==> src/hw/rtl/b64d_pkg.sv <==
// shared types, constants and the alphabet lookup for the base64 decoder
// no dependencies
`default_nettype none

package b64d_pkg;

	localparam int QDEPTH = 4;
	localparam int QPTR_W = $clog2(QDEPTH);
	localparam int QCNT_W = $clog2(QDEPTH + 1);

	localparam logic [7:0] CH_PAD = 8'h3D; // '='

	// up to three bytes produced by one input character
	typedef struct packed {
		logic [1:0]      cnt;   // 1..3
		logic            ends;  // character ended the message
		logic [2:0][7:0] bytes; // bytes[0] goes out first
	} job_t;

	// sextet lookup result
	typedef struct packed {
		logic       hit;
		logic [5:0] val;
	} sextet_t;

	function automatic sextet_t sextet_of(input logic [7:0] c);
		sextet_t    r;
		logic [7:0] d;
		r = '0;
		d = '0;
		if (c >= "A" && c <= "Q") begin
			d = c - "A";
			r = '{hit: 1'b1, val: d[5:0]};
		end else if (c == "!") begin
			r = '{hit: 1'b1, val: 6'd17};
		end else if (c == "@") begin
			r = '{hit: 1'b1, val: 6'd18};
		end else if (c == "#") begin
			r = '{hit: 1'b1, val: 6'd19};
		end else if (c == "$") begin
			r = '{hit: 1'b1, val: 6'd20};
		end else if (c == "%") begin
			r = '{hit: 1'b1, val: 6'd21};
		end else if (c >= "W" && c <= "Z") begin
			d = c - "W" + 8'd22;
			r = '{hit: 1'b1, val: d[5:0]};
		end else if (c >= "a" && c <= "z") begin
			d = c - "a" + 8'd26;
			r = '{hit: 1'b1, val: d[5:0]};
		end else if (c >= "0" && c <= "9") begin
			d = c - "0" + 8'd52;
			r = '{hit: 1'b1, val: d[5:0]};
		end else if (c == "+") begin
			r = '{hit: 1'b1, val: 6'd62};
		end else if (c == "/") begin
			r = '{hit: 1'b1, val: 6'd63};
		end
		return r;
	endfunction

endpackage

`default_nettype wire

==> src/hw/rtl/b64d_front.sv <==
// front end: classifies characters, holds the group of sextets and builds byte jobs
// depends on b64d_pkg
`default_nettype none

module b64d_front
	import b64d_pkg::*;
(
	input  wire logic       clk,
	input  wire logic       arst_n,
	input  wire logic       take,        // a character is accepted this cycle
	input  wire logic [7:0] char_in,
	input  wire logic       end_of_text,
	output logic            push,
	output job_t            job
);

	logic [1:0]      phase_q;
	logic [2:0][5:0] sx_q;
	logic            pad_q;
	sextet_t         sx;
	logic [7:0]      b0, b1, b2;

	assign sx = sextet_of(char_in);
	assign b0 = {sx_q[0], sx_q[1][5:4]};
	assign b1 = {sx_q[1][3:0], sx_q[2][5:2]};
	assign b2 = {sx_q[2][1:0], sx.val};

	always_comb begin
		push      = 1'b0;
		job.cnt   = 2'd0;
		job.ends  = end_of_text;
		job.bytes = {b2, b1, b0};
		if (take && !pad_q) begin
			if (char_in == CH_PAD) begin
				job.ends = 1'b1;
				if (phase_q >= 2'd2) begin
					push    = 1'b1;
					job.cnt = (phase_q == 2'd3) ? 2'd2 : 2'd1;
				end
			end else if (sx.hit && phase_q == 2'd3) begin
				push    = 1'b1;
				job.cnt = 2'd3;
			end
		end
	end

	always_ff @(posedge clk or negedge arst_n) begin
		if (!arst_n) begin
			phase_q <= '0;
			sx_q    <= '0;
			pad_q   <= 1'b0;
		end else if (take) begin
			if (end_of_text) begin
				phase_q <= '0;
				sx_q    <= '0;
				pad_q   <= 1'b0;
			end else if (!pad_q) begin
				if (char_in == CH_PAD) begin
					pad_q <= 1'b1;
				end else if (sx.hit) begin
					if (phase_q == 2'd3) begin
						phase_q <= '0;
						sx_q    <= '0;
					end else begin
						sx_q[phase_q] <= sx.val;
						phase_q       <= phase_q + 2'd1;
					end
				end
			end
		end
	end

endmodule

`default_nettype wire

==> src/hw/rtl/b64d_fifo.sv <==
// short job queue between the front end and the byte emitter
// depends on b64d_pkg
`default_nettype none

module b64d_fifo
	import b64d_pkg::*;
(
	input  wire logic clk,
	input  wire logic arst_n,
	input  wire logic push,
	input  wire job_t wr_job,
	input  wire logic pop,
	output job_t      rd_job,
	output logic      full,
	output logic      empty
);

	job_t              mem_q [QDEPTH];
	logic [QPTR_W-1:0] wr_ptr_q, rd_ptr_q;
	logic [QCNT_W-1:0] cnt_q;

	assign full   = (cnt_q == QCNT_W'(QDEPTH));
	assign empty  = (cnt_q == '0);
	assign rd_job = mem_q[rd_ptr_q];

	always_ff @(posedge clk) begin
		if (push) begin
			mem_q[wr_ptr_q] <= wr_job;
		end
	end

	always_ff @(posedge clk or negedge arst_n) begin
		if (!arst_n) begin
			wr_ptr_q <= '0;
			rd_ptr_q <= '0;
			cnt_q    <= '0;
		end else begin
			if (push) begin
				wr_ptr_q <= wr_ptr_q + 1'b1;
			end
			if (pop) begin
				rd_ptr_q <= rd_ptr_q + 1'b1;
			end
			if (push && !pop) begin
				cnt_q <= cnt_q + 1'b1;
			end else if (pop && !push) begin
				cnt_q <= cnt_q - 1'b1;
			end
		end
	end

endmodule

`default_nettype wire

==> src/hw/rtl/b64d_back.sv <==
// back end: walks the bytes of the head job into the output register
// depends on b64d_pkg
`default_nettype none

module b64d_back
	import b64d_pkg::*;
(
	input  wire logic  clk,
	input  wire logic  arst_n,
	input  wire job_t  head,
	input  wire logic  head_valid,
	output logic       pop,
	output logic       out_valid,
	input  wire logic  out_ready,
	output logic [7:0] byte_out,
	output logic       last_of_run,
	output logic       message_done
);

	logic [1:0] k_q;
	logic       load;
	logic       last;
	logic [7:0] sel;

	assign load = head_valid && (!out_valid || out_ready);
	assign last = (k_q == head.cnt - 2'd1);
	assign pop  = load && last;

	always_comb begin
		case (k_q)
			2'd0:    sel = head.bytes[0];
			2'd1:    sel = head.bytes[1];
			2'd2:    sel = head.bytes[2];
			default: sel = head.bytes[0];
		endcase
	end

	always_ff @(posedge clk or negedge arst_n) begin
		if (!arst_n) begin
			k_q       <= '0;
			out_valid <= 1'b0;
		end else begin
			if (load) begin
				out_valid <= 1'b1;
				k_q       <= last ? 2'd0 : k_q + 2'd1;
			end else if (out_ready) begin
				out_valid <= 1'b0;
			end
		end
	end

	always_ff @(posedge clk) begin
		if (load) begin
			byte_out     <= sel;
			last_of_run  <= last;
			message_done <= last && head.ends;
		end
	end

endmodule

`default_nettype wire

==> src/hw/rtl/base64_custom_alphabet_decoder_core.sv <==
// base64 decoder with a custom alphabet: one character in per cycle unless the queue is full,
// bytes out one per cycle while out_ready is high; a job is written into the job queue, then
// its bytes pass into the output register; a full group leaves as three bytes,
// buffered by a four-entry job queue between the front end and the output register
// reset: arst_n clears group state, padding flag, queue pointers and output valid
// depends on b64d_pkg, b64d_front, b64d_fifo, b64d_back
`default_nettype none

module base64_custom_alphabet_decoder_core
	import b64d_pkg::*;
(
	input  wire logic       clk,
	input  wire logic       arst_n,
	input  wire logic       in_valid,
	output logic            in_ready,
	input  wire logic [7:0] char_in,
	input  wire logic       end_of_text,
	output logic            out_valid,
	input  wire logic       out_ready,
	output logic [7:0]      byte_out,
	output logic            last_of_run,
	output logic            message_done
);

	logic push, pop, full, empty, take;
	job_t wr_job, rd_job;

	assign in_ready = !full;
	assign take     = in_valid && in_ready;

	b64d_front u_front (
		.clk         (clk),
		.arst_n      (arst_n),
		.take        (take),
		.char_in     (char_in),
		.end_of_text (end_of_text),
		.push        (push),
		.job         (wr_job)
	);

	b64d_fifo u_fifo (
		.clk    (clk),
		.arst_n (arst_n),
		.push   (push),
		.wr_job (wr_job),
		.pop    (pop),
		.rd_job (rd_job),
		.full   (full),
		.empty  (empty)
	);

	b64d_back u_back (
		.clk          (clk),
		.arst_n       (arst_n),
		.head         (rd_job),
		.head_valid   (!empty),
		.pop          (pop),
		.out_valid    (out_valid),
		.out_ready    (out_ready),
		.byte_out     (byte_out),
		.last_of_run  (last_of_run),
		.message_done (message_done)
	);

	a_no_overflow: assert property (@(posedge clk) disable iff (!arst_n)
		push |-> !full) else $error("job pushed into full queue");

	a_no_underflow: assert property (@(posedge clk) disable iff (!arst_n)
		pop |-> !empty) else $error("job popped from empty queue");

	a_done_is_last: assert property (@(posedge clk) disable iff (!arst_n)
		out_valid && message_done |-> last_of_run)
		else $error("message end on a byte that is not last of its run");

	a_job_nonempty: assert property (@(posedge clk) disable iff (!arst_n)
		push |-> wr_job.cnt != 2'd0) else $error("empty job queued");

endmodule

`default_nettype wire
==> config.mk <==
export PLATFORM = sky130hd
export DESIGN_NAME = base64_custom_alphabet_decoder_core
export DESIGN_NICKNAME = d
export VERILOG_FILES = /design/src/hw/rtl/b64d_pkg.sv /design/src/hw/rtl/b64d_front.sv /design/src/hw/rtl/b64d_fifo.sv /design/src/hw/rtl/b64d_back.sv /design/src/hw/rtl/base64_custom_alphabet_decoder_core.sv
export SDC_FILE = /design/constraint.sdc
export NUM_CORES = 1
export LEC_CHECK = 0
export BUFFER_PORTS_ARGS = -buffer_cell sky130_fd_sc_hd__buf_2
export CAP_MARGIN = 20
export CORE_MARGIN = 2
export CORE_UTILIZATION = 62
export CTS_CLUSTER_DIAMETER = 50
export DETAILED_ROUTE_END_ITERATION = 8
export PLACE_DENSITY = 0.8
export SLEW_MARGIN = 15
export SYNTH_ARGS = -nofsm -noshare
export SYNTH_HDL_FRONTEND = slang
export SYNTH_SLANG_ARGS = --single-unit
==> constraint.sdc <==
create_clock -name clk -period 3.65 [get_ports clk]
set_input_delay 0.365 -clock clk [delete_from_list [all_inputs] [get_ports clk]]
set_output_delay 0.365 -clock clk [all_outputs]
set_load 0.005 [all_outputs]
# == After elaboration in Yosys (flattened, before gate mapping) ==
# Memory sizes are Yosys's and may differ from the RTL's.
# Cells that the tools add are included.
# word_totals
n_memories,1
word_cells,124
latch_bits,0
ram_bits,108
in_bits,13
rom_bits,0
reg_bits,41
# op_classes
n_reduce_logical,25
n_shift,0
n_eq_ne,15
div,0
n_mux,45
bitwise_logic,0
n_addsub,14
n_mul,0
order_cmp,11
# mem_list
memory,words,width,read_ports,rd_clocked_by_memory_dff,write_ports,line,text
u_fifo.mem_q,4,27,1,0,1,b64d_fifo.sv:18,job_t mem_q [QDEPTH];
# ops
operator,n
2-to-1 mux 18 bit,5
2-to-1 mux 7 bit,11
equality test 8 x 6 -> 1 bit (second input constant),7
>= comparator 8 x 7 -> 1 bit (second input constant),3
<= comparator 8 x 7 -> 1 bit (second input constant),3
2-to-1 mux 2 bit,10
bitwise mux 18 bit,1
case mux 8 bit (2 select lines),1
logical AND 1 bit,13
adder 6 x 5 -> 6 bit (second input constant),2
demux 6 bit (select 2 bit),1
2-to-1 mux 1 bit,12
subtractor 6 bit (second input constant),2
2-to-1 mux 3 bit,3
adder 2 x 1 -> 2 bit (second input constant),4
equality test 8 x 7 -> 1 bit (second input constant),1
>= comparator 8 x 6 -> 1 bit (second input constant),1
<= comparator 8 x 6 -> 1 bit (second input constant),1
adder 6 bit (second input constant),1
logical NOT 1 bit,6
2-to-1 mux 6 bit,1
nonzero test 2 bit,3
subtractor 6 x 1 -> 6 bit (second input constant),1
subtractor 6 x 5 -> 6 bit (second input constant),1
other kinds (14),16

# == Logic depth before layout (Yosys ltp) ==
# Gate-level depths: netlist of the first run.
# logic_depth
depth_word,20
mapped_depth,15

# == Modules after synthesis ==
# Synthesis of the first run repeated with hierarchy kept, for this count alone.
# hier_totals
hier_cells,465
area_unflattened_um2,6975.4
# by_module_without_submodules
mod,area_each_um2,seq_area_each_um2,n_inst,cells_each
b64d_fifo,4299.1,3418.3,1,175
b64d_front,2011.9,525.5,1,228
b64d_back,650.6,375.4,1,59
base64_custom_alphabet_decoder_core,13.8,0.0,1,3

# == Least setup slack after synthesis of the first run ==
# Ideal clock, no wire load.
# synth_path
path_type,input-to-reg
startpoint,input port char_in[3]
endpoint,register u_fifo.cnt_q[1]
t_arrival_ns,2.976
required_ns,3.525
n_path_buf,0
path_slack_ns,0.549
cell_stages,11
cell_sequence,inv_1 ha_1 and4b_1 a2111oi_4 nand2_2 o31ai_4 o32ai_2 ha_1 inv_1 fa_1 mux2_2
# synth_via
elab_chain_cells,19
elab_cells_between_ends,40
cone_classes,8 x order compare; 8 x eq/ne; 15 x mux; 9 x reduce/logical
# synth_lines
item,line,text
from (decl),base64_custom_alphabet_decoder_core.sv:16,"input wire logic [7:0] char_in,"
branches (longest 14 deep; another with >= comparator 8 x 6 -> 1 bit),-,
2-to-1 mux 1 bit (*),b64d_front.sv:34,if (char_in == CH_PAD) begin
2-to-1 mux 1 bit (*),b64d_front.sv:33,if (take && !pad_q) begin
named net push,base64_custom_alphabet_decoder_core.sv:25,"logic push, pop, full, empty, take;"
logical NOT 1 bit,b64d_fifo.sv:46,end else if (pop && !push) begin
logical AND 1 bit,b64d_fifo.sv:46,
nonzero test 2 bit (no line),-,
to (signal assigned),b64d_fifo.sv:45,cnt_q <= cnt_q + 1'b1;
to (signal assigned),b64d_fifo.sv:47,cnt_q <= cnt_q - 1'b1;
to (decl),b64d_fifo.sv:20,logic [QCNT_W-1:0] cnt_q;
# Mark *: on every way through the listed nets, which the timed path passes.
# A chain may end at the register's enable or synchronous reset.

# == Worst setup path after layout of the first run ==
# layout_path
startpoint,input port char_in[2]
endpoint,register u_fifo.cnt_q[2]
# The elaborated chain is that of the path after synthesis.

==> metrics, run 1 <==
post-synthesis simple-gate area fraction=7.19%; complex-gate fraction of the synthesized area=10.6%; Async S/R FF share, synth=20.8%; Yosys Warn Count=0; critical path arrival=3.42 ns; htree depth=4; die footprint=11,700 sq um; setup ws final=0.676 ns; RSZ-0062 raised after global routing=no; Tot Pwr=5.36 mW; layout cells sized above 1=23.3%; Post-synth EDFFs=118; Fmax=336 MHz; Nets=516; HPWL Detailed=9060 microns; first-pass GRT wire length=23,600 microns; post-route ant nets=0; CTS Buf Count=17; sequential share of the synthesized area=64.3%; Netlist cell types=63; FILL cells=634; WP data required=4.10 ns; Psw=1.63 mW; Clock power frac=33.1%; share of power burned in registers=41.5%; GRT Util Overall=28.0%; Syn Inst Count=435; synthesized flop and latch total=149; Post-Syn Nets=471; post-place setup slack=0.137 ns; setup TNS=0 ns; critical path fanouts, max=9; Worst VDD drop=0.473 mV; RD Place Congestion=0.862; CTS root buf=clkbuf_8; CTS tree=done; largest family of logic cells by synthesized area=compound AO/OA/AOI/OAI gates; DRC=0; adder-cell share of the synthesized area=4.39%; number of port buffers=24; Chip Height=108 microns; P_int=3.73 mW; number of DRC markers in iteration 0=474; # IOs=25; starting density of the core=62.8%; drt via density=6.42; drt first pass iters=5; Sw Ratio=30.4%; Synth Flop Type=edfxtp_1; proportion of synthesized area in mux cells=9.74%; Clock Sinks=149; placed instance count=600; Lkg Pwr=2.97 nW; Slew HR=48.8%; initial antenna violation count=0; Comb pwr share=25.4%; via count=4,061; Row Count=38; outcome=finished, final reports clean; period utilization=81.5%; startpoint types=primary input; Die X=108 microns; most frequent cells in the layout=118 x edfxtp_1, 30 x dfrtp_1, 29 x nand2_1, 27 x mux4_2, 24 x buf_2; Max Slew Vio Count=0; DR WL/cell=23.5 microns; CORE AREA=10,700 sq um; Mapped Avg Cell Area=15.5 sq um; DRT Wirelength=14,900 microns; Clock Skew=0.0114 ns; ant diodes=0; min Tclk post-route=2.97 ns; Post-Synth XOR/XNOR Area=1.69%; CTS clk-pin slew, worst paths=0.07 ns; Finish-stage setup viols=0; final non-filler cell total=633; Slew @ Worst Pin=0.769 ns; Mapped Area=6720 sq um; max-cap violations=0; pwr dens=693 nW/um^2; Hold/Removal Path Class=primary input to register; Clock Tree Buf Depth=2; fin util=72.3%; global route overflow=0; final hold violations=0; Setup Crit Path Kind=primary input to register; post-CTS setup buffers=0; commonest non-fill, non-tap cell in the layout=edfxtp_1; CP Capture Type=register; largest net degree at the start of global routing=32; vias in the first global route=4,087; P&R area growth vs syn=15.0%; clk_lat worst skew=0.52 ns
## timing repair
action | CTS | global route
resized for setup | 0 | 0
endpoints found under the hold margin | 31 | 0
hold buffers | 1 | 0
## logic make-up (layout without fill, tap and decap cells)
family | after synthesis | in the layout
fa+ha+maj | 23 | 23
mux | 31 | 31
flops | 149 | 149
compound gates | 93 | 93
simple gates | 91 | 91
xor+xnor | 13 | 13
buf+inv | 35 | 93
## registers in the layout, indices dropped and copies added, names as in the netlist
signal               flops
u_fifo.rd_ptr_q          2
u_back.byte_out          8
u_fifo.cnt_q             3
u_front.pad_q            1
u_fifo.mem_q           108
u_fifo.wr_ptr_q          2
u_back.last_of_run       1
u_front.phase_q          2
u_front.job             18
u_back.message_done      1
u_back.k_q               2
u_back.out_valid         1
## worst max-delay path, stage by stage
cell and delay, ns:
buf_2 0.17, inv_1 0.12, ha_1 0.27, a21oi_1 0.21, nor2_1 0.06, a2111oi_1 0.59
nand2b_1 0.25, o31ai_4 0.07, o32ai_2 0.18, ha_1 0.24, inv_1 0.07, fa_1 0.38
xor2_1 0.17, nor2_1 0.12, xor2_1 0.15
## layer usage
layer	global-route usage, %	up-vias	wire, microns
li1	-	1794	-
met1	37.1	2040	6080
met2	46.4	203	7560
met3	7.05	24	975
met4	8.15	0	240
met5	0	-	0
## layout make-up
type                    instances  area [sq um]  area share [%]
repair buffers                 40           293            3.79
inverters                      21          78.8            1.02
clock buffers                  17           414            5.36
multi-input cells             251          2260            29.2
clock inverters                15           190            2.46
flip-flops and latches        149          4320            55.9
well taps                     140           175            2.27
## final timing paths
kind	from	endpoint	cells past startpoint	slack (ns)
setup / recovery	char_in[2]	u_fifo.cnt_q[2]	15	0.68
hold / removal	end_of_text	u_front.phase_q[1]	2	0.1
setup reg to reg	u_fifo.rd_ptr_q[0]	u_fifo.cnt_q[1]	9	0.70
hold reg to reg	u_fifo.cnt_q[2]	u_fifo.cnt_q[2]	1	0.49
max in group asynchronous	arst_n	u_fifo.rd_ptr_q[0]	2	2.62
min in group asynchronous	arst_n	u_front.job[4]	2	0.49
## power by group through the flow
stage	clock network (mW)	logic, mW	registers (mW)
2_1_floorplan	0	0.946	2.20
3_3_place_gp	0	1.27	2.23
3_5_place_dp	0	1.32	2.25
4_1_cts	1.79	1.37	2.22
5_1_grt	1.84	1.48	2.24
6_report	1.77	1.36	2.22
## Yosys cell counts (2+ instances only)
library cell	count	share of area, %
o21ai_0	13	0.97
a221o_1	2	0.30
nand2_1	29	1.6
or2_2	4	0.37
a22oi_1	9	1.0
xor2_1	5	0.65
o21ai_1	4	0.30
buf_1	2	0.11
nand3_1	7	0.52
dfrtp_1	31	12
nand2b_1	5	0.47
a21oi_1	12	0.89
clkbuf_1	6	0.34
mux2i_1	2	0.30
a21o_1	3	0.34
buf_2	4	0.30
mux4_2	27	9.0
inv_1	21	1.2
a31oi_1	4	0.37
o31ai_1	2	0.22
o2bb2ai_1	13	1.7
nor2_1	14	0.78
and2_1	9	0.84
and3_1	6	0.56
nor3_1	4	0.30
nor2b_1	3	0.28
o211ai_1	3	0.34
o21a_1	2	0.22
edfxtp_1	118	53
a2bb2oi_1	2	0.26
ha_1	22	4.1
a22o_1	7	0.91
xnor2_1	8	1.0
o211a_1	2	0.30
a2111oi_0	2	0.26
## through the flow
| stage | hold WS [ns] | area [sq um] |
|---|---|---|
| floorplan | 0.0694 | 6720 |
| CTS | 0.0708 | 7730 |
| detailed placement | 0.472 | 7120 |
| finish | 0.0978 | 7730 |
| global route | 0.0830 | 7730 |
| global placement | 0.458 | 7120 |
(Power assumes the default switching activity.)
==> run 2: changes to the inputs <==
ABC_AREA = 1   (was not set)
clock period = 2.9 ns   (was 3.65 ns; I/O delays follow)
==> metrics, run 2 <==
top post-synthesis cells by area=edfxtp_1 51%, dfrtp_1 11%, nand2_1 8.8%; met2 wire len=8480 microns; min Tclk post-route=2.66 ns; ant diodes=0; startpoint types=register; drt via density=5.82; CTS Buf Count=17; Clock Tree Buf Depth=2; Netlist cell types=37; largest net degree at the start of global routing=33; Slowest-stage cell, CP=dfrtp_2; Die X=110 microns; Slew HR=46.5%; outcome=finished, final reports clean; Clock Sinks=149; Chip Height=110 microns; Nets=774; P&R area growth vs syn=14.8%; CP cell instances=inv_2 -> nand2_1 -> nand3_1 -> nand2_1 -> xor2_1 -> o21ai_0 -> nand2_1 -> nor2_1 -> inv_1 -> ha_1 -> inv_1 -> fa_1 -> a21oi_1 -> o21ai_0 -> xor2_1; Clock Skew=0.0132 ns; DRT Wirelength=16,600 microns; routed metal-1 wirelength=6140 microns; RSZ-0062 raised after global routing=no; via count=5,182; CTS root buf=clkbuf_16; CP startpoint=u_fifo.rd_ptr_q[0]; commonest non-fill, non-tap cell in the layout=nand2_1; CORE AREA=10,900 sq um; Fmax=376 MHz; # IOs=25; period utilization=91.6%; critical path arrival=2.95 ns; cell with the most instances after synthesis=nand2_1; die footprint=12,200 sq um; area leader, netlist=edfxtp_1; Most Frequent Cell on Critical Path=nand2_1; pwr dens=926 nW/um^2; final hold violations=0; sequential share of the synthesized area=61.6%; CTS clk-pin slew, worst paths=0.07 ns; Post-synth EDFFs=118; WP buf/inv=3; number of port buffers=24; layout cells sized above 1=15.4%; drt first pass iters=5; multi-input logic area=2370 sq um; GRT Util Overall=29.4%; Synth Flop Type=edfxtp_1; post-route ant nets=0; global route overflow=0; CP Capture Type=register; most frequent cells in the layout=165 x nand2_1, 118 x edfxtp_1, 75 x nor2_1, 55 x inv_1, 49 x nand3_1; Mapped Avg Cell Area=10.2 sq um; vias in the first global route=5,355; Placed Area=7430 sq um; FILL cells=727; RD Place Congestion=0.850; CP peak stage delay=0.49 ns; starting density of the core=64.2%; Mapped Area=7020 sq um; Worst VDD drop=0.628 mV; Async S/R FF share, synth=20.8%; met3 wire len=1360 microns; number of DRC markers in iteration 0=580; Lkg Pwr=3.41 nW; CTS tree=done; Max Used Layer=met4; Hold Crit Start=out_ready; RR Startpoint=u_fifo.rd_ptr_q[0]; Slew @ Worst Pin=0.803 ns; setup TNS=0 ns; initial antenna violation count=0; critical path fanouts, max=11; Post-Syn Nets=727; fin util=73.6%; synthesized flop and latch total=149; Max Slew Vio Count=0; DRC=0; clk_lat worst skew=0.42 ns; Commonest cells post-synth=165 x nand2_1, 118 x edfxtp_1, 79 x nor2_1; Row Count=38; max reg flops=108; register area=4320 sq um; Fin Hold WS=0.0753 ns; delay-heaviest family, CP=adder cells; Syn Inst Count=691; Yosys Warn Count=0; Setup Crit Path Kind=register to register; DR WL/cell=18.6 microns; htree depth=4; Hold/Removal Path Class=primary input to register; HPWL Detailed=10,600 microns; Finished Cell Area=8050 sq um; first-pass GRT wire length=26,400 microns; top cell type's share of synthesized area=50.5%; max-cap violations=0; WP data required=3.20 ns; Finish-stage setup viols=0; Largest Register=u_fifo.mem_q
==> run 2: cell count changes after synthesis, moves of 27 or more <==
| cell | previous run | this run |
|---|---|---|
| inv_1 | 21 | 55 |
| mux4_2 | 27 | 0 |
| nand2_1 | 29 | 165 |
| nand3_1 | 7 | 49 |
| nor2_1 | 14 | 79 |
| o21ai_0 | 13 | 45 |
==> run 2: cells by family after synthesis <==
kind of cell / share of synthesized area [%]
compound gates: 7.46
xor+xnor: 1.87
fa+ha+maj: 4.21
buf+inv: 4.85
flops: 61.6
simple gates: 20.0
==> run 2: metrics by stage <==
| step | std cells | power (mW) | setup slack (ns) |
|---|---|---|---|
| floorplan | 691 | 4.44 | -0.0656 |
| global placement | 854 | 5.06 | 0.0386 |
| detailed placement | 854 | 5.20 | 0.00479 |
| CTS | 887 | 7.37 | 0.106 |
| global route | 891 | 7.84 | 0.00144 |
| finish | 891 | 7.46 | 0.242 |
==> run 2: routing by layer <==
layer	GRT usage [%]	vias to the layer above
li1	-	2416
met1	35.6	2440
met2	50.4	267
met3	6.11	59
met4	14.6	0
met5	0	-
==> run 2: final timing paths <==
check | endpoint | slack (ns) | depth (start not counted)
worst max-delay path | u_fifo.cnt_q[2] | 0.24 | 15
worst min-delay path | u_back.out_valid | 0.08 | 2
worst max register to register | u_fifo.cnt_q[2] | 0.24 | 15
worst min register to register | u_fifo.mem_q[3][3] | 0.53 | 0
max in group asynchronous | u_fifo.rd_ptr_q[0] | 1.84 | 2
min in group asynchronous | u_front.job[13] | 0.51 | 2
==> run 2: cell type report <==
cell class	instances	share of cell area, %
clock buffers	19	5.38
flip-flops and latches	149	53.6
inverters	68	3.22
well taps	140	2.17
repair buffers	48	4.38
clock inverters	13	1.83
multi-input cells	454	29.4
==> run 2: where the power goes <==
group / switching (mW) / internal [mW]
Clock: 0.865 / 1.28
Combinational: 1.58 / 0.785
Sequential: 0.229 / 2.72
Total: 2.67 / 4.79
==> run 2: timing repair <==
item	CTS	global route
setup buffers	0	4
setup endpoints to repair	0	2
endpoints found under the hold margin	31	0
gates resized for setup	0	2
hold buffers	1	0
==> run 2: worst register-to-register path, delay by kind of cell, from the launching register on <==
kind / cells / cell delay, ns
AND/OR/NAND/NOR: 5 / 0.48
XOR/XNOR: 2 / 0.33
buffers and inverters: 3 / 0.32
AO/OA/AOI/OAI: 3 / 0.39
flip-flops: 1 / 0.49
adder cells (fa/ha/maj): 2 / 0.52
==> run 3: changes to the inputs <==
ABC_AREA = not set   (was 1)
SKIP_CTS_REPAIR_TIMING = 1   (was not set)
==> metrics, run 3 (synthesis gave the netlist of run 1 again) <==
clk_lat worst skew=0.53 ns; Slew @ Worst Pin=0.774 ns; Finished Cell Area=8020 sq um; Clock Skew=0.0145 ns; r2r worst-path depth=10; GRT Util Overall=28.6%; Largest Register=u_fifo.mem_q; starting density of the core=62.8%; die footprint=11,700 sq um; final non-filler cell total=667; Placed Area=7400 sq um; most frequent cells in the layout=118 x edfxtp_1, 45 x buf_4, 30 x dfrtp_1, 29 x nand2_1, 27 x mux4_2; DRT Wirelength=15,400 microns; Clock Sinks=149; Chip Height=108 microns; pwr dens=851 nW/um^2; global route overflow=0; WP data required=3.31 ns; commonest non-fill, non-tap cell in the layout=edfxtp_1; Setup Crit Path Kind=register to register; DR WL/cell=23.0 microns; post-place setup slack=-0.174 ns; RSZ-0062 raised after global routing=no; Max Slew Vio Count=0; ant diodes=0; Clock Tree Buf Depth=2; CP Capture Type=register; first-pass GRT wire length=23,900 microns; final hold violations=0; CTS Buf Count=17; initial antenna violation count=0; Finish-stage setup viols=0; period utilization=94.2%; number of DRC markers in iteration 0=436; placed instance count=634; CP startpoint=u_fifo.cnt_q[0]; # IOs=25; Nets=550; setup ws final=0.168 ns; DRC=0; max-cap violations=0; htree depth=4; Slew HR=48.4%; Hold Path Depth=2; Hold/Removal Path Class=primary input to register; min Tclk post-route=2.73 ns; largest net degree at the start of global routing=32; CORE AREA=10,700 sq um; drt via density=6.31; via count=4,207; CTS clk-pin slew, worst paths=0.06 ns; HPWL Detailed=9840 microns; setup TNS=0 ns; Hold Crit Start=end_of_text; CTS tree=done; P&R area growth vs syn=19.2%; number of port buffers=24; drt first pass iters=5; layout cells sized above 1=29.0%; post-route ant nets=0; Fmax=366 MHz; RD Place Congestion=0.867; Worst VDD drop=0.714 mV; outcome=finished, final reports clean; max reg flops=108; RR Startpoint=u_fifo.cnt_q[0]; critical path fanouts, max=4; CTS root buf=clkbuf_8; startpoint types=register; Die X=108 microns; Row Count=38; vias in the first global route=4,256; critical path arrival=3.14 ns; Lkg Pwr=3.13 nW
==> run 3: where the power goes <==
part / total [mW] / leakage (nW) / switching (mW) / internal [mW]
combinational: 1.79 / 1.31 / 0.993 / 0.797
clock: 2.25 / 0.295 / 0.914 / 1.34
sequential: 2.78 / 1.52 / 0.171 / 2.61
total: 6.82 / 3.13 / 2.08 / 4.75
==> run 3: metrics by stage <==
stage / hold WS [ns] / utilization (%) / power, mW
after floorplan: -0.00559 / - / 3.98
after global placement: 0.377 / 69.2 / 4.50
after detailed placement: 0.392 / 69.2 / 4.58
after CTS: -0.169 / 74.8 / 6.84
after global routing: 0.0209 / 74.9 / 7.10
final: 0.0451 / 74.9 / 6.82
==> run 3: layer usage <==
layer | global-route usage, % | routed length [microns] | vias up
li1 | - | - | 1857
met1 | 37.7 | 6230 | 2113
met2 | 46.5 | 7680 | 201
met3 | 7.72 | 1040 | 36
met4 | 9.80 | 396 | 0
met5 | 0 | 0 | -
==> run 3: area by class of cell <==
cell class / count / area [sq um]
inverter: 21 / 78.8
multi-input combinational: 251 / 2290
fill: 627 / 2680
sequential: 149 / 4320
tap: 140 / 175
clock inverter: 15 / 193
clock buffer: 17 / 414
timing repair buffer: 74 / 548
==> run 3: critical path, cell delays in order, from the launching register on <==
cell and delay (ns):
dfrtp_1 0.43, or3b_2 0.50, and2_1 0.23, nand2b_1 0.17, nor2_1 0.11, o31ai_4 0.09, o32ai_4 0.14, ha_2 0.20
inv_1 0.07, fa_1 0.41, mux2_2 0.26
==> run 3: worst paths after layout <==
kind	endpoint	slack, ns
worst min register to register	u_fifo.cnt_q[2]	0.51
worst min-delay path	u_front.phase_q[1]	0.05
min in group asynchronous	u_back.k_q[0]	0.40
max in group asynchronous	u_fifo.rd_ptr_q[0]	1.95
worst max-delay path	u_fifo.cnt_q[1]	0.17
worst max register to register	u_fifo.cnt_q[1]	0.17
